### src/hdl/dmcc_pkg.sv
// Shared types and constants for the debounced multi-click classifier.
`default_nettype none
package dmcc_pkg;

  localparam int unsigned TickW     = 17;
  localparam int unsigned CfgW      = 16;
  localparam int unsigned CountW    = 8;
  localparam int unsigned ClassW    = 3;
  localparam int unsigned InTdataW  = 8;
  localparam int unsigned OutTdataW = 16;

  localparam logic [TickW-1:0]  TickMax  = {TickW{1'b1}};
  localparam logic [CountW-1:0] CountMax = {CountW{1'b1}};

  localparam int unsigned MaxClickClass = 5;
  localparam int unsigned ClassFieldMax = (1 << ClassW) - 1;
  localparam logic [CountW-1:0] ClassLimit =
      CountW'((MaxClickClass > ClassFieldMax) ? ClassFieldMax : MaxClickClass);

  localparam logic [CfgW-1:0] DebounceReset = CfgW'(30);
  localparam logic [CfgW-1:0] TimeoutReset  = CfgW'(400);

  typedef enum logic [0:0] {
    CfgDebounce = 1'b0,
    CfgTimeout  = 1'b1
  } cfg_idx_e;

  typedef struct packed {
    logic [CountW-1:0] pending_clicks;
    logic [ClassW-1:0] click_class;
    logic              stable_level;
  } result_t;

  localparam int unsigned ResultW = $bits(result_t);

endpackage
`default_nettype wire

### src/hdl/debounced_multi_click_classifier.sv
// Top level of the debounced multi-click classifier.
// One input transaction is one tick carrying the raw button level in bit 0 of
// s_axis_tdata; every tick yields exactly one output transaction with the
// debounced level, the class of a click group that ended on that tick (0 when
// none, else min(clicks, 5)) and the clicks pending in the open group. The
// block takes one tick per cycle while the output buffer is not full: the state
// update is a single pass of counter and compare logic, and a two-entry output
// buffer keeps the input open while one result waits for the consumer.
// Registers, written through cfg_we_i/cfg_idx_i/cfg_data_i: index 0 is the
// debounce time in ticks (reset 30), index 1 the click group timeout in ticks
// (reset 400). Write them only while no transaction is in flight.
`default_nettype none
module debounced_multi_click_classifier (
  input  wire logic                           clk_i,
  input  wire logic                           rst_ni,
  input  wire logic                           cfg_we_i,
  input  wire logic [0:0]                     cfg_idx_i,
  input  wire logic [dmcc_pkg::CfgW-1:0]      cfg_data_i,
  input  wire logic                           s_axis_tvalid,
  output logic                                s_axis_tready,
  // [0] button_sample, [7:1] zero
  input  wire logic [dmcc_pkg::InTdataW-1:0]  s_axis_tdata,
  output logic                                m_axis_tvalid,
  input  wire logic                           m_axis_tready,
  // [0] stable_level, [3:1] click_class, [11:4] pending_clicks, [15:12] zero
  output logic [dmcc_pkg::OutTdataW-1:0]      m_axis_tdata
);

  dmcc_pkg::result_t core_result, out_result;
  logic              push;

  assign push = s_axis_tvalid && s_axis_tready;

  dmcc_core u_core (
    .clk_i      (clk_i),
    .rst_ni     (rst_ni),
    .cfg_we_i   (cfg_we_i),
    .cfg_idx_i  (cfg_idx_i),
    .cfg_data_i (cfg_data_i),
    .push_i     (push),
    .sample_i   (s_axis_tdata[0]),
    .result_o   (core_result)
  );

  dmcc_out_buf u_out_buf (
    .clk_i       (clk_i),
    .rst_ni      (rst_ni),
    .push_i      (push),
    .data_i      (core_result),
    .ready_o     (s_axis_tready),
    .valid_o     (m_axis_tvalid),
    .pop_ready_i (m_axis_tready),
    .data_o      (out_result)
  );

  assign m_axis_tdata = {{(dmcc_pkg::OutTdataW - dmcc_pkg::ResultW){1'b0}}, out_result};

endmodule
`default_nettype wire

### src/hdl/dmcc_core.sv
// Per-tick debounce, click counting and group classification with its state registers.
`default_nettype none
module dmcc_core (
  input  wire logic                      clk_i,
  input  wire logic                      rst_ni,
  input  wire logic                      cfg_we_i,
  input  wire logic [0:0]                cfg_idx_i,
  input  wire logic [dmcc_pkg::CfgW-1:0] cfg_data_i,
  input  wire logic                      push_i,
  input  wire logic                      sample_i,
  output dmcc_pkg::result_t              result_o
);

  logic [dmcc_pkg::CfgW-1:0]   debounce_q, timeout_q;
  logic                        prev_q, prev_d;
  logic                        level_q, level_d;
  logic [dmcc_pkg::TickW-1:0]  change_q, change_d;
  logic [dmcc_pkg::TickW-1:0]  since_q, since_d, since_inc;
  logic [dmcc_pkg::CountW-1:0] count_q, count_d, count_upd;
  logic                        fire, rise, emit;
  logic [dmcc_pkg::ClassW-1:0] cls;

  always_ff @(posedge clk_i or negedge rst_ni) begin
    if (!rst_ni) begin
      debounce_q <= dmcc_pkg::DebounceReset;
      timeout_q  <= dmcc_pkg::TimeoutReset;
    end else if (cfg_we_i) begin
      unique case (dmcc_pkg::cfg_idx_e'(cfg_idx_i))
        dmcc_pkg::CfgDebounce: debounce_q <= cfg_data_i;
        dmcc_pkg::CfgTimeout:  timeout_q  <= cfg_data_i;
        default: ;
      endcase
    end
  end

  always_comb begin
    prev_d = sample_i;
    if (sample_i != prev_q) begin
      change_d = '0;
    end else begin
      change_d = (change_q == dmcc_pkg::TickMax) ? change_q : change_q + 1'b1;
    end
    since_inc = (since_q == dmcc_pkg::TickMax) ? since_q : since_q + 1'b1;

    fire    = (change_d > {1'b0, debounce_q}) && (sample_i != level_q);
    rise    = fire && sample_i;
    level_d = fire ? sample_i : level_q;

    count_upd = count_q;
    since_d   = since_inc;
    if (rise) begin
      count_upd = (count_q == dmcc_pkg::CountMax) ? count_q : count_q + 1'b1;
      since_d   = '0;
    end

    emit    = (count_upd != '0) && (since_d > {1'b0, timeout_q});
    cls     = '0;
    count_d = count_upd;
    if (emit) begin
      cls = (count_upd > dmcc_pkg::ClassLimit) ? dmcc_pkg::ClassLimit[dmcc_pkg::ClassW-1:0]
                                               : count_upd[dmcc_pkg::ClassW-1:0];
      count_d = '0;
    end

    result_o.stable_level   = level_d;
    result_o.click_class    = cls;
    result_o.pending_clicks = count_d;
  end

  always_ff @(posedge clk_i or negedge rst_ni) begin
    if (!rst_ni) begin
      prev_q   <= 1'b0;
      level_q  <= 1'b0;
      change_q <= '0;
      since_q  <= '0;
      count_q  <= '0;
    end else if (push_i) begin
      prev_q   <= prev_d;
      level_q  <= level_d;
      change_q <= change_d;
      since_q  <= since_d;
      count_q  <= count_d;
    end
  end

`ifndef SYNTHESIS
  a_emit_clears: assert property (@(posedge clk_i) disable iff (!rst_ni)
    (result_o.click_class != '0) |-> (result_o.pending_clicks == '0))
    else $error("emitted class with clicks still pending");
  a_class_limit: assert property (@(posedge clk_i) disable iff (!rst_ni)
    ({5'b0, result_o.click_class} <= dmcc_pkg::ClassLimit))
    else $error("click class above limit");
  a_click_restarts: assert property (@(posedge clk_i) disable iff (!rst_ni)
    (push_i && rise) |=> (since_q == '0))
    else $error("click did not restart the timeout counter");
  a_hold_idle: assert property (@(posedge clk_i) disable iff (!rst_ni)
    !push_i |=> ($stable(count_q) && $stable(level_q)))
    else $error("state changed without a transaction");
`endif

endmodule
`default_nettype wire

### src/hdl/dmcc_out_buf.sv
// Two-entry result buffer between the core and the output stream.
`default_nettype none
module dmcc_out_buf (
  input  wire logic              clk_i,
  input  wire logic              rst_ni,
  input  wire logic              push_i,
  input  wire dmcc_pkg::result_t data_i,
  output logic                   ready_o,
  output logic                   valid_o,
  input  wire logic              pop_ready_i,
  output dmcc_pkg::result_t      data_o
);

  dmcc_pkg::result_t main_q, skid_q;
  logic              main_valid_q, skid_valid_q;
  logic              pop;

  assign ready_o = !skid_valid_q;
  assign valid_o = main_valid_q;
  assign data_o  = main_q;
  assign pop     = main_valid_q && pop_ready_i;

  always_ff @(posedge clk_i or negedge rst_ni) begin
    if (!rst_ni) begin
      main_valid_q <= 1'b0;
      skid_valid_q <= 1'b0;
    end else begin
      priority if (push_i && pop) begin
        main_valid_q <= 1'b1;
      end else if (push_i) begin
        if (main_valid_q) begin
          skid_valid_q <= 1'b1;
        end else begin
          main_valid_q <= 1'b1;
        end
      end else if (pop) begin
        if (skid_valid_q) begin
          skid_valid_q <= 1'b0;
        end else begin
          main_valid_q <= 1'b0;
        end
      end
    end
  end

  always_ff @(posedge clk_i) begin
    if (push_i && (pop || !main_valid_q)) begin
      main_q <= data_i;
    end else if (pop && skid_valid_q) begin
      main_q <= skid_q;
    end
    if (push_i && main_valid_q && !pop) begin
      skid_q <= data_i;
    end
  end

`ifndef SYNTHESIS
  a_skid_needs_main: assert property (@(posedge clk_i) disable iff (!rst_ni)
    skid_valid_q |-> main_valid_q)
    else $error("skid entry held without main entry");
  a_skid_drains: assert property (@(posedge clk_i) disable iff (!rst_ni)
    (skid_valid_q && pop) |=> (main_q == $past(skid_q)))
    else $error("skid entry not moved to output");
  a_no_push_full: assert property (@(posedge clk_i) disable iff (!rst_ni)
    skid_valid_q |-> !push_i)
    else $error("transaction taken while buffer full");
`endif

endmodule
`default_nettype wire
### config.mk
export PLATFORM = sky130hd
export DESIGN_NAME = debounced_multi_click_classifier
export DESIGN_NICKNAME = d
export VERILOG_FILES = /design/src/hdl/dmcc_pkg.sv /design/src/hdl/debounced_multi_click_classifier.sv /design/src/hdl/dmcc_core.sv /design/src/hdl/dmcc_out_buf.sv
export SDC_FILE = /design/constraint.sdc
export NUM_CORES = 1
export LEC_CHECK = 0
export BUFFER_PORTS_ARGS = -buffer_cell sky130_fd_sc_hd__buf_2
export CORE_ASPECT_RATIO = 1.2
export CORE_MARGIN = 3
export CORE_UTILIZATION = 40
export DETAILED_ROUTE_END_ITERATION = 10
export GPL_TIMING_DRIVEN = 1
export PLACE_DENSITY = 0.55
export SLEW_MARGIN = 15
export SYNTH_ARGS = -nofsm -noshare
export SYNTH_HDL_FRONTEND = slang
export SYNTH_SLANG_ARGS = --single-unit
### constraint.sdc
create_clock -name clk_i -period 11.6 [get_ports clk_i]
set_input_delay 2.32 -clock clk_i [delete_from_list [all_inputs] [get_ports clk_i]]
set_output_delay 2.32 -clock clk_i [all_outputs]
set_load 0.05 [all_outputs]
==> metrics.txt <==
R2R Setup Slk=4.76 ns; Syn Std Cell Area=0.00609 mm²; ys flop type=dfrtp_1; post_cts resized=0; required time of the worst setup path=11.68 ns; clk_skew=0.0116 ns; Reg clk slew, reported paths=0.07 ns; top cells by area, synth=dfrtp_1 (29%), edfxtp_1 (12%), ha_1 (7.2%); drt wl/cell=14.8 µm; Register Area=0.00268 mm²; final setup fails=0; P&R area growth vs syn=9.18%; HPWL Detailed=about 9.4 mm; Final period util=65.6%; gr ovfl total=0; number of vias per cell=5.20; Root Driver=clkbuf_16; Final Max Slew Viols=0; Peak Freq=around 130 MHz; share of layout cells above drive strength 1=15.6%; vias=4500; DRC=0; pwr/cell area=167 mW/mm²; Clock H-tree levels=3; Min Hold Slack=0.507 ns; Yosys top cell area share=29.2%; DRT Wirelength=12.8 mm; # nets final=725; DIE WIDTH=roughly 120 µm; Final ANT Viol Nets=0; CORE AREA=0.0147 mm²; IO Pins=48; Pleak=2.97 nW; Diodes inserted=0; CTS tree=yes; mean post-synth cell area=between 9 and 10 µm²; Hold Path Class=register to register; num rows=48; Ys Warns=0; RSZ-0062 raised after global routing=no; Mapped Cells=639; total negative slack=0 ns; clk sinks=102; vias in the first global route=4478; drt pass-1 iters=4; #FFs+latches synth=102; kind of critical path=primary input to register; Distinct cells, synth=69; Port-buffer cells=36; crit-path max cell delay=0.73 ns; number of synthesized flops with an enable pin=24; Max-Cap Viols=0; multi-input combinational cell area=a little over 0.003 mm²; CP max FO=38; initial core utilization=41.6%; largest net degree at the start of global routing=79; Die Y-Extent=141 µm; Total GRT Usage=15.7%; TritonCTS Buffers=9; first-pass GRT wire length=21.5 mm; Seq/Total Area, Yosys=44.0%; Critical Path AT=7.68 ns; initial antenna violation count=0; gpl congestion=just under 0.8; CP Capture Type=register; post-synth top area cell=dfrtp_1; die area=0.0167 mm²; hold buffers post-CTS=0; Crit path buffers/inverters=1; async set or reset register ratio after synthesis=76.5%; CP Launch Type=primary input; worst-path cell chain=buf_2, xor2_4, nor2_1, ha_1, nand4_2, nor3_2, a21oi_1, a21boi_1, or2_4, nor2_1, ha_1, nor2b_1, o21a_1, o211ai_1, a221oi_1, o2111ai_1, a211oi_1, or2_1, o31ai_1; DRT iter0 DRCs=269; slew margin rel.=32.1%; Worst-Skew Late Latency=0.35 ns; Worst-Margin Slew=a little over 1 ns; Setup Buffers After CTS=0; # fillers=1484; clock period minus worst slack=7.60 ns; clock buffer depth=2; Slowest-stage cell, CP=a211oi_1; crit-path leading delay family=compound AO/OA/AOI/OAI gates; Peak VDD IR=0.0000833 V; Hold Fails Final Rpt=0; status=complete, no violations
[synthesized netlist by cell type, types with 8 or more instances]
library cell  count
a21oi_1          20
clkbuf_1         15
dfrtp_1          71
edfxtp_1         24
ha_1             35
inv_1            38
mux2_2           20
mux2i_1           8
nand2_1         105
nand3_1          11
nand4_1          17
nor2_1           57
o21ai_0          41
o31ai_1          33
xnor2_1          12
xor2_1           20
[cells in the final DEF, fill, tap and decap left out, types with 5 or more instances in the layout]
cell type,instances
dfstp_2,7
o31ai_1,33
xor2_1,19
clkbuf_16,9
a21oi_1,19
mux2_2,20
and2_1,7
nor3_1,5
o21ai_0,41
buf_2,35
nor2_1,57
nand2_1,104
xnor2_1,12
dfrtp_1,71
nor2b_1,6
nand4_1,17
and3_1,7
mux2i_1,8
ha_1,35
edfxtp_1,24
nand3_1,11
inv_1,38
[worst reg2reg max path: stages (launching register included)]
cell and delay [ns]:
dfrtp_1 0.48, nand4_2 0.19, nor4_4 0.46, a21oi_1 0.18
and2b_2 0.26, and3_1 0.23, nand3_1 0.14, xnor2_1 0.16
nor2_1 0.08, ha_1 0.35, nand4_2 0.14, nor3_2 0.28
a21oi_1 0.12, a21boi_1 0.36, or2_4 0.46, nor2_1 0.14
ha_1 0.31, nor2b_1 0.12, o21a_1 0.12, o211ai_1 0.08
a221oi_1 0.25, o2111ai_1 0.13, a211oi_1 0.73, or2_1 0.62
o31ai_1 0.19
[layout make-up]
class	count	area share, %
Clock inverter	3	0.320
Sequential cell	102	40.3
Tap cell	200	3.76
Inverter	38	2.14
Clock buffer	13	3.76
Timing Repair Buffer	39	3.09
Multi-Input combinational cell	470	46.6
[cell families (layout without fill, tap and decap cells)]
kind of cell	Yosys count	in the layout	synth area share, %
buf+inv	70	93	5.69
simple gates	245	245	19.4
compound gates	125	125	13.8
mux	29	29	5.20
xor+xnor	32	32	4.60
fa+ha+maj	35	35	7.19
flops	102	102	44.0
other cells	1	4	0.0616
[sequential cells by signal (all words and copies together), names as in the netlist]
| name | flops |
|---|---|
| u_core.change_q | 17 |
| u_core.count_q | 8 |
| u_core.debounce_q | 16 |
| u_core.level_q | 1 |
| u_core.prev_q | 1 |
| u_core.since_q | 17 |
| u_core.timeout_q | 16 |
| u_out_buf.data_o | 12 |
| u_out_buf.skid_q | 12 |
| u_out_buf.skid_valid_q | 1 |
| u_out_buf.valid_o | 1 |
[routing by layer]
| metal | global-route usage, % | up-vias | wire length, µm |
|---|---|---|---|
| li1 | - | 2282 | - |
| met3 | 2.57 | 6 | 412 |
| met5 | 0 | - | 0 |
| met4 | 4.70 | 0 | 97 |
| met2 | 26.9 | 70 | 6420 |
| met1 | 20.5 | 2142 | 5840 |
[path summary, 6_finish.rpt]
check / end / cells past startpoint / start
setup / recovery: u_out_buf.data_o[4]$_DFFE_PP_ / 19 / s_axis_tdata[0]
hold / removal: u_core.timeout_q[12]$_DFFE_PN0P_ / 1 / u_core.timeout_q[12]$_DFFE_PN0P_
setup reg to reg: u_out_buf.data_o[4]$_DFFE_PP_ / 24 / u_core.change_q[3]$_DFFE_PN0P_
hold reg to reg: u_core.timeout_q[12]$_DFFE_PN0P_ / 1 / u_core.timeout_q[12]$_DFFE_PN0P_
max in group asynchronous: u_core.timeout_q[11]$_DFFE_PN0P_ / 1 / rst_ni
min in group asynchronous: u_core.change_q[7]$_DFFE_PN0P_ / 1 / rst_ni
[power breakdown]
part           internal, mW  switching (mW)
Clock                 0.152           0.132
Sequential            0.436          0.0423
Combinational         0.106           0.242
[metrics by stage]
| step | utilization (%) | cell area, µm² | instances | total power, mW | worst slack [ns] |
|---|---|---|---|---|---|
| finish | 45.4 | 6650 | 865 | 1.11 | 4.00 |
| floorplan | - | 6100 | 642 | 0.754 | 4.41 |
| detailed placement | 43.4 | 6360 | 849 | 0.835 | 3.27 |
| global placement | 43.4 | 6360 | 849 | 0.824 | 3.33 |
| CTS | 45.3 | 6640 | 865 | 1.12 | 3.62 |
| global route | 45.4 | 6650 | 865 | 1.19 | 3.38 |
Power figures use the tool's default switching activity.
